<file path="src/hdl/edzl_pkg.sv">
// EDZL task scheduler: shared types and constants.
// Used by every module of the scheduler; depends on nothing.
package edzl_pkg;

  localparam int unsigned TasksDflt = 16;
  localparam int unsigned ProcW     = 4;
  localparam int unsigned MaskW     = 16;
  localparam int unsigned CountW    = 5;
  localparam logic [ProcW-1:0] ProcRst = 4'd1;

  localparam logic CmdRelease = 1'b0;
  localparam logic CmdTick    = 1'b1;

  localparam logic signed [16:0] DlMin = -17'sd65536;

  typedef enum logic [2:0] {
    PASS_COUNT,
    PASS_ZL,
    PASS_EDF,
    PASS_APPLY,
    PASS_REL
  } pass_e;

  typedef struct packed {
    logic        cmd;
    logic [3:0]  task_slot;
    logic [15:0] rel_deadline;
    logic [15:0] work_ticks;
  } in_item_t;

  typedef struct packed {
    logic [MaskW-1:0]  sched_mask;
    logic [MaskW-1:0]  done_mask;
    logic [MaskW-1:0]  miss_mask;
    logic [CountW-1:0] active_count;
  } out_item_t;

  typedef struct packed {
    logic               active;
    logic               run;
    logic               miss;
    logic signed [16:0] dl;
    logic [15:0]        wk;
  } cell_t;

  typedef struct packed {
    pass_e       pass;
    logic        run_all;
    logic        pend_hit;
    logic        rel_hit;
    logic [15:0] rel_deadline;
    logic [15:0] work_ticks;
  } head_ctl_t;

  typedef struct packed {
    cell_t              nxt;
    logic               eligible;
    logic signed [17:0] key;
    logic               sched;
    logic               done;
  } head_res_t;

endpackage

</file>
<file path="src/hdl/edzl_cell.sv">
// EDZL task scheduler: one slot of the rotating task ring.
// Depends on edzl_pkg.
module edzl_cell import edzl_pkg::*; (
  input  logic  clk_i,
  input  logic  rst_ni,
  input  logic  shift_i,
  input  cell_t d_i,
  output cell_t q_o
);

  cell_t cell_q;

  always_ff @(posedge clk_i or negedge rst_ni) begin
    if (!rst_ni) begin
      cell_q <= '0;
    end else if (shift_i) begin
      cell_q <= d_i;
    end
  end

  assign q_o = cell_q;

endmodule

</file>
<file path="src/hdl/edzl_head.sv">
// EDZL task scheduler: update and key logic for the slot at the ring head.
// Depends on edzl_pkg.
module edzl_head import edzl_pkg::*; (
  input  cell_t     cur_i,
  input  head_ctl_t ctl_i,
  output head_res_t res_o
);

  logic signed [17:0] lax;
  logic signed [16:0] dl_n;
  logic [15:0]        wk_n;
  logic               run_n;

  assign lax   = $signed({cur_i.dl[16], cur_i.dl}) - $signed({2'b00, cur_i.wk});
  assign dl_n  = (cur_i.dl != DlMin) ? cur_i.dl - 17'sd1 : cur_i.dl;
  assign wk_n  = (cur_i.wk != 16'd0) ? cur_i.wk - 16'd1 : cur_i.wk;
  assign run_n = cur_i.run || ctl_i.pend_hit || (ctl_i.run_all && cur_i.active);

  always_comb begin
    res_o          = '0;
    res_o.nxt      = cur_i;
    res_o.key      = lax;
    unique case (ctl_i.pass)
      PASS_COUNT: begin
        res_o.nxt.run = 1'b0;
      end
      PASS_ZL, PASS_EDF: begin
        if (ctl_i.pend_hit) begin
          res_o.nxt.run = 1'b1;
        end
        res_o.eligible = cur_i.active && !cur_i.run && !ctl_i.pend_hit;
        if (ctl_i.pass == PASS_EDF) begin
          res_o.key = {cur_i.dl[16], cur_i.dl};
        end
      end
      PASS_APPLY: begin
        res_o.nxt.run = 1'b0;
        if (cur_i.active) begin
          res_o.nxt.dl = dl_n;
          if (run_n) begin
            res_o.sched  = 1'b1;
            res_o.nxt.wk = wk_n;
            if (wk_n == 16'd0) begin
              res_o.done       = 1'b1;
              res_o.nxt.active = 1'b0;
              if (dl_n[16]) begin
                res_o.nxt.miss = 1'b1;
              end
            end
          end
        end
      end
      PASS_REL: begin
        if (ctl_i.rel_hit) begin
          res_o.nxt.dl     = $signed({1'b0, ctl_i.rel_deadline});
          res_o.nxt.wk     = ctl_i.work_ticks;
          res_o.nxt.active = (ctl_i.work_ticks != 16'd0);
          if (ctl_i.rel_deadline < ctl_i.work_ticks) begin
            res_o.nxt.miss = 1'b1;
          end
        end
      end
      default: begin
        res_o.nxt = cur_i;
      end
    endcase
  end

endmodule

</file>
<file path="src/hdl/edzl_task_scheduler_unit.sv">
// EDZL task scheduler top level: ring of slot cells, head logic and sequencer.
// Depends on edzl_pkg, edzl_cell and edzl_head.
//
// Usage: items enter on in_valid_i/in_stall_o as in_item_t, results leave on
// out_valid_o/out_stall_i as out_item_t, one result per item. The processor
// count is written on cfg_valid_i/cfg_ready_o; the user must write it only
// while the block is idle; the block does not enforce this. The slot table
// is a ring of TASKS cells rotating past one head unit. A release takes
// one release pass, then its result goes to the output register.
// A tick takes one counting pass, then one selection pass per picked task plus
// at most one failed zero-laxity pass, then one update pass, then its result
// goes to the output register.
// One item is worked at a time; in_stall_o is high while an item is in work.
// The next item is taken while a finished result waits in the output register;
// if the receiver stalls, the following result waits internally until the
// output register frees.
// Reset clears every slot, all miss flags and sets processors to 1.
module edzl_task_scheduler_unit import edzl_pkg::*; #(
  parameter int unsigned TASKS = TasksDflt
) (
  input  logic             clk_i,
  input  logic             rst_ni,
  input  logic             in_valid_i,
  output logic             in_stall_o,
  input  in_item_t         in_data_i,
  output logic             out_valid_o,
  input  logic             out_stall_i,
  output out_item_t        out_data_o,
  input  logic             cfg_valid_i,
  output logic             cfg_ready_o,
  input  logic [ProcW-1:0] cfg_data_i
);

  localparam int unsigned IW = $clog2(TASKS);
  localparam int unsigned AW = $clog2(TASKS + 1);

  typedef enum logic [1:0] {
    ST_IDLE,
    ST_RUN,
    ST_OUT
  } state_e;

  state_e             state_q;
  pass_e              pass_q;
  logic [ProcW-1:0]   proc_q;
  in_item_t           in_q;
  logic [IW-1:0]      cnt_q;
  logic [AW-1:0]      act_q, act_d;
  logic               run_all_q;
  logic               bf_q, bf_d;
  logic signed [17:0] bk_q, bk_d;
  logic [IW-1:0]      bi_q, bi_d;
  logic               pend_q;
  logic [IW-1:0]      pidx_q;
  logic [ProcW-1:0]   picked_q;
  logic [MaskW-1:0]   sched_q, done_q, miss_q;
  logic [MaskW-1:0]   sched_d, done_d, miss_d, bit_at;
  out_item_t          res_q, res_d;
  logic               out_valid_q;
  out_item_t          out_q;

  cell_t              ring [TASKS];
  head_ctl_t          ctl;
  head_res_t          hres;
  logic               shift;
  logic               last;
  logic               take;
  logic [ProcW:0]     picked_inc;
  logic [7:0]         act_ext;
  logic [CountW-1:0]  act_sat;

  assign shift = (state_q == ST_RUN);

  for (genvar i = 0; i < TASKS; i++) begin : g_ring
    cell_t d;
    if (i == TASKS - 1) begin : g_tail
      assign d = hres.nxt;
    end else begin : g_mid
      assign d = ring[i+1];
    end
    edzl_cell u_cell (
      .clk_i   (clk_i),
      .rst_ni  (rst_ni),
      .shift_i (shift),
      .d_i     (d),
      .q_o     (ring[i])
    );
  end

  assign ctl.pass         = pass_q;
  assign ctl.run_all      = run_all_q;
  assign ctl.pend_hit     = pend_q && (pidx_q == cnt_q);
  assign ctl.rel_hit      = (7'(in_q.task_slot) == 7'(cnt_q));
  assign ctl.rel_deadline = in_q.rel_deadline;
  assign ctl.work_ticks   = in_q.work_ticks;

  edzl_head u_head (
    .cur_i (ring[0]),
    .ctl_i (ctl),
    .res_o (hres)
  );

  assign last       = (cnt_q == IW'(TASKS - 1));
  assign bit_at     = MaskW'(1) << cnt_q;
  assign take       = hres.eligible && (!bf_q || (hres.key < bk_q));
  assign bf_d       = bf_q || take;
  assign bk_d       = take ? hres.key : bk_q;
  assign bi_d       = take ? cnt_q : bi_q;
  assign picked_inc = {1'b0, picked_q} + 5'd1;
  assign sched_d    = hres.sched ? (sched_q | bit_at) : sched_q;
  assign done_d     = hres.done ? (done_q | bit_at) : done_q;
  assign miss_d     = hres.nxt.miss ? (miss_q | bit_at) : miss_q;

  always_comb begin
    act_d = act_q;
    if (pass_q == PASS_COUNT && ring[0].active) begin
      act_d = act_q + AW'(1);
    end else if (pass_q == PASS_REL && hres.nxt.active) begin
      act_d = act_q + AW'(1);
    end
  end

  assign act_ext = 8'(act_d);
  assign act_sat = (act_ext > 8'd31) ? 5'd31 : 5'(act_ext);

  always_comb begin
    res_d              = '0;
    res_d.miss_mask    = miss_d;
    res_d.active_count = act_sat;
    if (pass_q == PASS_APPLY) begin
      res_d.sched_mask   = sched_d;
      res_d.done_mask    = done_d;
      res_d.active_count = 5'(act_q > AW'(31) ? 31 : act_q);
    end
  end

  assign in_stall_o  = (state_q != ST_IDLE);
  assign cfg_ready_o = 1'b1;
  assign out_valid_o = out_valid_q;
  assign out_data_o  = out_q;

  always_ff @(posedge clk_i or negedge rst_ni) begin
    if (!rst_ni) begin
      state_q     <= ST_IDLE;
      pass_q      <= PASS_COUNT;
      proc_q      <= ProcRst;
      in_q        <= '0;
      cnt_q       <= '0;
      act_q       <= '0;
      run_all_q   <= 1'b0;
      bf_q        <= 1'b0;
      bk_q        <= '0;
      bi_q        <= '0;
      pend_q      <= 1'b0;
      pidx_q      <= '0;
      picked_q    <= '0;
      sched_q     <= '0;
      done_q      <= '0;
      miss_q      <= '0;
      res_q       <= '0;
      out_valid_q <= 1'b0;
      out_q       <= '0;
    end else begin
      if (cfg_valid_i && cfg_ready_o) begin
        proc_q <= cfg_data_i;
      end
      if (state_q == ST_OUT && (!out_valid_q || !out_stall_i)) begin
        out_valid_q <= 1'b1;
      end else if (out_valid_q && !out_stall_i) begin
        out_valid_q <= 1'b0;
      end
      unique case (state_q)
        ST_IDLE: begin
          if (in_valid_i) begin
            in_q      <= in_data_i;
            pass_q    <= (in_data_i.cmd == CmdTick) ? PASS_COUNT : PASS_REL;
            cnt_q     <= '0;
            act_q     <= '0;
            run_all_q <= 1'b0;
            bf_q      <= 1'b0;
            pend_q    <= 1'b0;
            picked_q  <= '0;
            sched_q   <= '0;
            done_q    <= '0;
            miss_q    <= '0;
            state_q   <= ST_RUN;
          end
        end
        ST_RUN: begin
          cnt_q <= last ? '0 : cnt_q + IW'(1);
          if (pass_q == PASS_COUNT || pass_q == PASS_REL) begin
            act_q <= act_d;
          end
          sched_q <= sched_d;
          done_q  <= done_d;
          miss_q  <= miss_d;
          bf_q    <= last ? 1'b0 : bf_d;
          bk_q    <= bk_d;
          bi_q    <= bi_d;
          if (last) begin
            unique case (pass_q)
              PASS_COUNT: begin
                if (8'(act_d) <= 8'(proc_q)) begin
                  run_all_q <= 1'b1;
                  pass_q    <= PASS_APPLY;
                end else if (proc_q == '0) begin
                  pass_q <= PASS_APPLY;
                end else begin
                  pass_q <= PASS_ZL;
                end
              end
              PASS_ZL: begin
                if (bf_d && (bk_d <= 18'sd0)) begin
                  pend_q   <= 1'b1;
                  pidx_q   <= bi_d;
                  picked_q <= picked_inc[ProcW-1:0];
                  pass_q   <= (picked_inc < {1'b0, proc_q}) ? PASS_ZL : PASS_APPLY;
                end else begin
                  pend_q <= 1'b0;
                  pass_q <= PASS_EDF;
                end
              end
              PASS_EDF: begin
                if (bf_d) begin
                  pend_q   <= 1'b1;
                  pidx_q   <= bi_d;
                  picked_q <= picked_inc[ProcW-1:0];
                  pass_q   <= (picked_inc < {1'b0, proc_q}) ? PASS_EDF : PASS_APPLY;
                end else begin
                  pend_q <= 1'b0;
                  pass_q <= PASS_APPLY;
                end
              end
              PASS_APPLY, PASS_REL: begin
                pend_q  <= 1'b0;
                res_q   <= res_d;
                state_q <= ST_OUT;
              end
              default: begin
                state_q <= ST_IDLE;
              end
            endcase
          end
        end
        ST_OUT: begin
          if (!out_valid_q || !out_stall_i) begin
            out_q   <= res_q;
            state_q <= ST_IDLE;
          end
        end
        default: begin
          state_q <= ST_IDLE;
        end
      endcase
    end
  end

`ifndef SYNTHESIS
  a_idle_cnt: assert property (@(posedge clk_i) disable iff (!rst_ni)
    (state_q != ST_RUN) |-> (cnt_q == '0))
    else $error("ring position not at rest outside a pass");

  a_done_sched: assert property (@(posedge clk_i) disable iff (!rst_ni)
    out_valid_o |-> ((out_data_o.done_mask & ~out_data_o.sched_mask) == '0))
    else $error("finished slot that did not run");

  a_sched_cap: assert property (@(posedge clk_i) disable iff (!rst_ni)
    out_valid_o |-> ($countones(out_data_o.sched_mask) <= 32'(proc_q)))
    else $error("more slots scheduled than processors");

  a_picked_cap: assert property (@(posedge clk_i) disable iff (!rst_ni)
    (state_q == ST_RUN && (pass_q == PASS_ZL || pass_q == PASS_EDF))
      |-> (picked_q < proc_q))
    else $error("selection pass with no free processor");
`endif

endmodule

</file>
<file path="config.mk">
export PLATFORM = sky130hd
export DESIGN_NAME = edzl_task_scheduler_unit
export DESIGN_NICKNAME = d
export VERILOG_FILES = /design/src/hdl/edzl_pkg.sv /design/src/hdl/edzl_cell.sv /design/src/hdl/edzl_head.sv /design/src/hdl/edzl_task_scheduler_unit.sv
export SDC_FILE = /design/constraint.sdc
export NUM_CORES = 2
export LEC_CHECK = 0
export BUFFER_PORTS_ARGS = -buffer_cell sky130_fd_sc_hd__clkbuf_2
export CAP_MARGIN = 5
export CORE_MARGIN = 5
export CORE_UTILIZATION = 46
export CTS_CLUSTER_SIZE = 28
export DETAILED_ROUTE_END_ITERATION = 8
export PLACE_DENSITY = 0.67
export SYNTH_ARGS = -nofsm -noshare
export SYNTH_HDL_FRONTEND = slang
export SYNTH_SLANG_ARGS = --single-unit
</file>
<file path="constraint.sdc">
create_clock -name clk_i -period 7.9 [get_ports clk_i]
set_input_delay 1.58 -clock clk_i [delete_from_list [all_inputs] [get_ports clk_i]]
set_output_delay 1.58 -clock clk_i [all_outputs]
set_load 0.05 [all_outputs]
</file>
==> run metrics <==
Port Buffer Count=100; post-synth net total=3942; nets@finish=3951; post-DR wirelength/cell=15.9 µm; first-pass GRT wire length=130000 µm; clock sinks=818; CP peak stage delay=0.78 ns; crit path capture type=register; Period minus WS final=6.27 ns; Num CTS Buffers=86; HPWL Detailed=48100 µm; outcome=finished, final reports clean; NetSw=6250 µW; CP most frequent cell=ha_1; initial core utilization=46.4%; placed cell area=35700 µm²; Max Cap Viol=0; Layout Skew=0.0327 ns; CTS resizes=0; sequential power share=40.5%; Stages on worst setup path=19; Remaining Overflow, GRT=0; Peak Freq=160 MHz; DR DRC count=0; most frequent cells in the layout=nand2_1 (1874), dfrtp_1 (817), o21ai_0 (204), clkbuf_2 (99), clkbuf_16 (86); share of cells above drive strength 1=9.45%; Fin Setup TNS=0 ns; DR pass1 iterations=5; CP Class=reg2reg; CTS tree=built; chip width=284 µm; most common cell after layout, fill and taps aside=nand2_1; crit-path leading delay family=compound AO/OA/AOI/OAI gates; io pins=102; die span in y=284 µm; 1st-iter DRT viols=2163; Routability Congestion=0.890; Root Buffer=clkbuf_16; ys flop type=dfrtp_1; Avg Inst Size Synth=9.00 µm²; Slew Viols, Final=0; Synth Warn #=0; largest net degree at the start of global routing=253; Gate power share=33.7%; Synth area leader=dfrtp_1; initial antenna violation count=0; Yosys top cell area share=59.3%; type of the tightest min-delay check=reg2reg; # hold bufs at CTS=0; CTS max path bufs=3; EDFF count, synth=0; sw frac=39.0%; gr usage total=19.2%; reg2reg path depth=19; Crit Path Max Fanout=14; crit-path cells=inv_1 -> ha_1 -> fa_1 -> nor2b_1 -> o211ai_1 -> a211oi_1 -> nor3_1 -> o311ai_0 -> ha_1 -> and4_1 -> nor4b_1 -> o211a_1 -> o41a_1 -> a2111o_1 -> or4_1 -> o41ai_2 -> a31oi_1 -> a21o_1 -> mux2_4; crit path buf inv count=1; fin crit share=79.3%; flops & latches, synth=818; clock latency on the worst-skew pair=0.65 ns; vias in the first global route=24600; Synth cell types=70; crit start category=register; drt via density=5.16; # rows=100; WP data arrival=6.80 ns; Die ar.=80500 µm²; clk slew on worst S/H paths=0.06 ns; CP max stage cell=o311ai_0; relative slew slack=18.9%; Area contributors post-synth=dfrtp_1 (59%), nand2_1 (20%), o21ai_0 (3.0%), ha_1 (2.4%), mux2_2 (2.2%); Int Pwr=9760 µW; Clk network pwr share=25.9%; Cells after Synth=3829; Seq/Total Area, Yosys=59.4%; peak supply drop=283 µV; area grow syn2layout=12.3%; vias=25200; Worst EP required=8.43 ns; unrepaired setup endpoints after global routing=no; leakage power=0.0204 µW; CTS HTree Levels=3; worst-margin pin slew=1.22 ns; asr flop ratio synth=100%; Ant. Diodes=0; post-route ant nets=0; post-CTS setup buffers=0; final setup fails=0; worst hold path depth=2; final instance area=38700 µm²; pwr dens=414 nW/µm²; Cell Area, Synth=34500 µm²; Total Wirelength=77600 µm; final hold violations=0; placeable core region=74300 µm²
-- power by group through the flow --
| stage | Combinational [µW] | Clock, µW | Sequential (µW) |
|---|---|---|---|
| global placement | 5340 | 0 | 6510 |
| floorplan | 4050 | 0 | 6160 |
| CTS | 5420 | 4250 | 6480 |
| detailed placement | 5380 | 0 | 6530 |
| finish | 5390 | 4140 | 6480 |
| global route | 6150 | 4420 | 6650 |
-- worst register-to-register path: stages, from the launching register on --
cell and delay, ns:
dfrtp_1 0.38, inv_1 0.10, ha_1 0.22, fa_1 0.41
nor2b_1 0.17, o211ai_1 0.20, a211oi_1 0.49, nor3_1 0.13
o311ai_0 0.78, ha_1 0.39, and4_1 0.17, nor4b_1 0.15
o211a_1 0.22, o41a_1 0.12, a2111o_1 0.52, or4_1 0.49
o41ai_2 0.32, a31oi_1 0.34, a21o_1 0.30, mux2_4 0.26
-- logic make-up after synthesis --
kind of cell	share of synthesized area (%)
AOI/OAI and AO/OA	7.82
and+or+nand+nor	24.4
adders and majority gates	2.46
muxes	2.44
other	0.0109
xor gates and xnor gates	0.407
DFF	59.4
buffers and inverters	3.04
-- per-layer routing --
metal | share of wire [%] | global-route usage, %
met1 | 47 | 27.7
met3 | 4.1 | 2.89
met5 | 0 | 0
met4 | 2.7 | 5.62
met2 | 47 | 30.3
-- metrics by stage --
stage	instances	total power, µW	util (%)	worst slack [ns]	hold slack (ns)
floorplan	3829	10200	-	2.81	0.439
global placement	4719	11800	48.1	1.77	0.445
detailed placement	4719	11900	48.1	1.68	0.447
CTS	4874	16100	52.1	1.65	0.438
global route	4874	17200	52.1	1.21	0.480
finish	4874	16000	52.1	1.63	0.440
-- synthesized netlist by cell type (6+ instances only) --
cell type  instances
o31a_1             6
buf_1              9
a221oi_1          11
nand2b_1          15
nor2b_1           17
a31oi_1           39
mux2_2            67
xnor2_1            6
nand3_1           20
ha_1              66
a21oi_1           85
o21a_1            11
dfrtp_1          817
nand2_1         1876
a211oi_1           9
nor4_1            17
a21o_1            12
nor3_1            33
and2_1            14
nor2_1            77
inv_1             66
or3_1             10
or4_1              7
o31ai_1           10
clkbuf_1         189
o21ai_0          204
or2_2              6
nand4_1           14
o211ai_1           9
buf_2              6
nor4b_1            6
mux2i_1            7
xor2_1            10
o311ai_0           6
-- worst paths after layout --
path / start / end / slack [ns]
setup reg to reg: g_ring[0].u_cell.q_o[16] / picked_q[0] / 1.63
max in group asynchronous: rst_ni / sched_q[4] / 5.45
hold / removal: g_ring[8].u_cell.q_o[25] / g_ring[7].u_cell.q_o[25] / 0.44
hold reg to reg: g_ring[8].u_cell.q_o[25] / g_ring[7].u_cell.q_o[25] / 0.44
min in group asynchronous: rst_ni / g_ring[4].u_cell.q_o[23] / 1.01
setup / recovery: g_ring[0].u_cell.q_o[16] / picked_q[0] / 1.63
-- layout make-up --
| class | instances | area (µm²) |
|---|---|---|
| multi-input cells | 2738 | 13000 |
| well taps | 969 | 1210 |
| clock inverters | 35 | 412 |
| flip-flops and latches | 818 | 20500 |
| inverters | 66 | 248 |
| clock buffers | 120 | 2560 |
| repair buffers | 128 | 821 |
| fillers | 6875 | 35600 |
-- sequential cells by signal (all words and copies together) (netlist names), 3 cells and up --
signal / cells
pidx_q: 4
ctl: 32
out_data_o: 53
bi_q: 4
miss_q: 16
done_q: 16
proc_q: 4
sched_q: 16
act_q: 5
picked_q: 4
g_ring.u_cell.q_o: 576
in_q: 4
cnt_q: 4
pass_q: 3
bk_q: 18
res_q: 53
(Power assumes the default switching activity.)
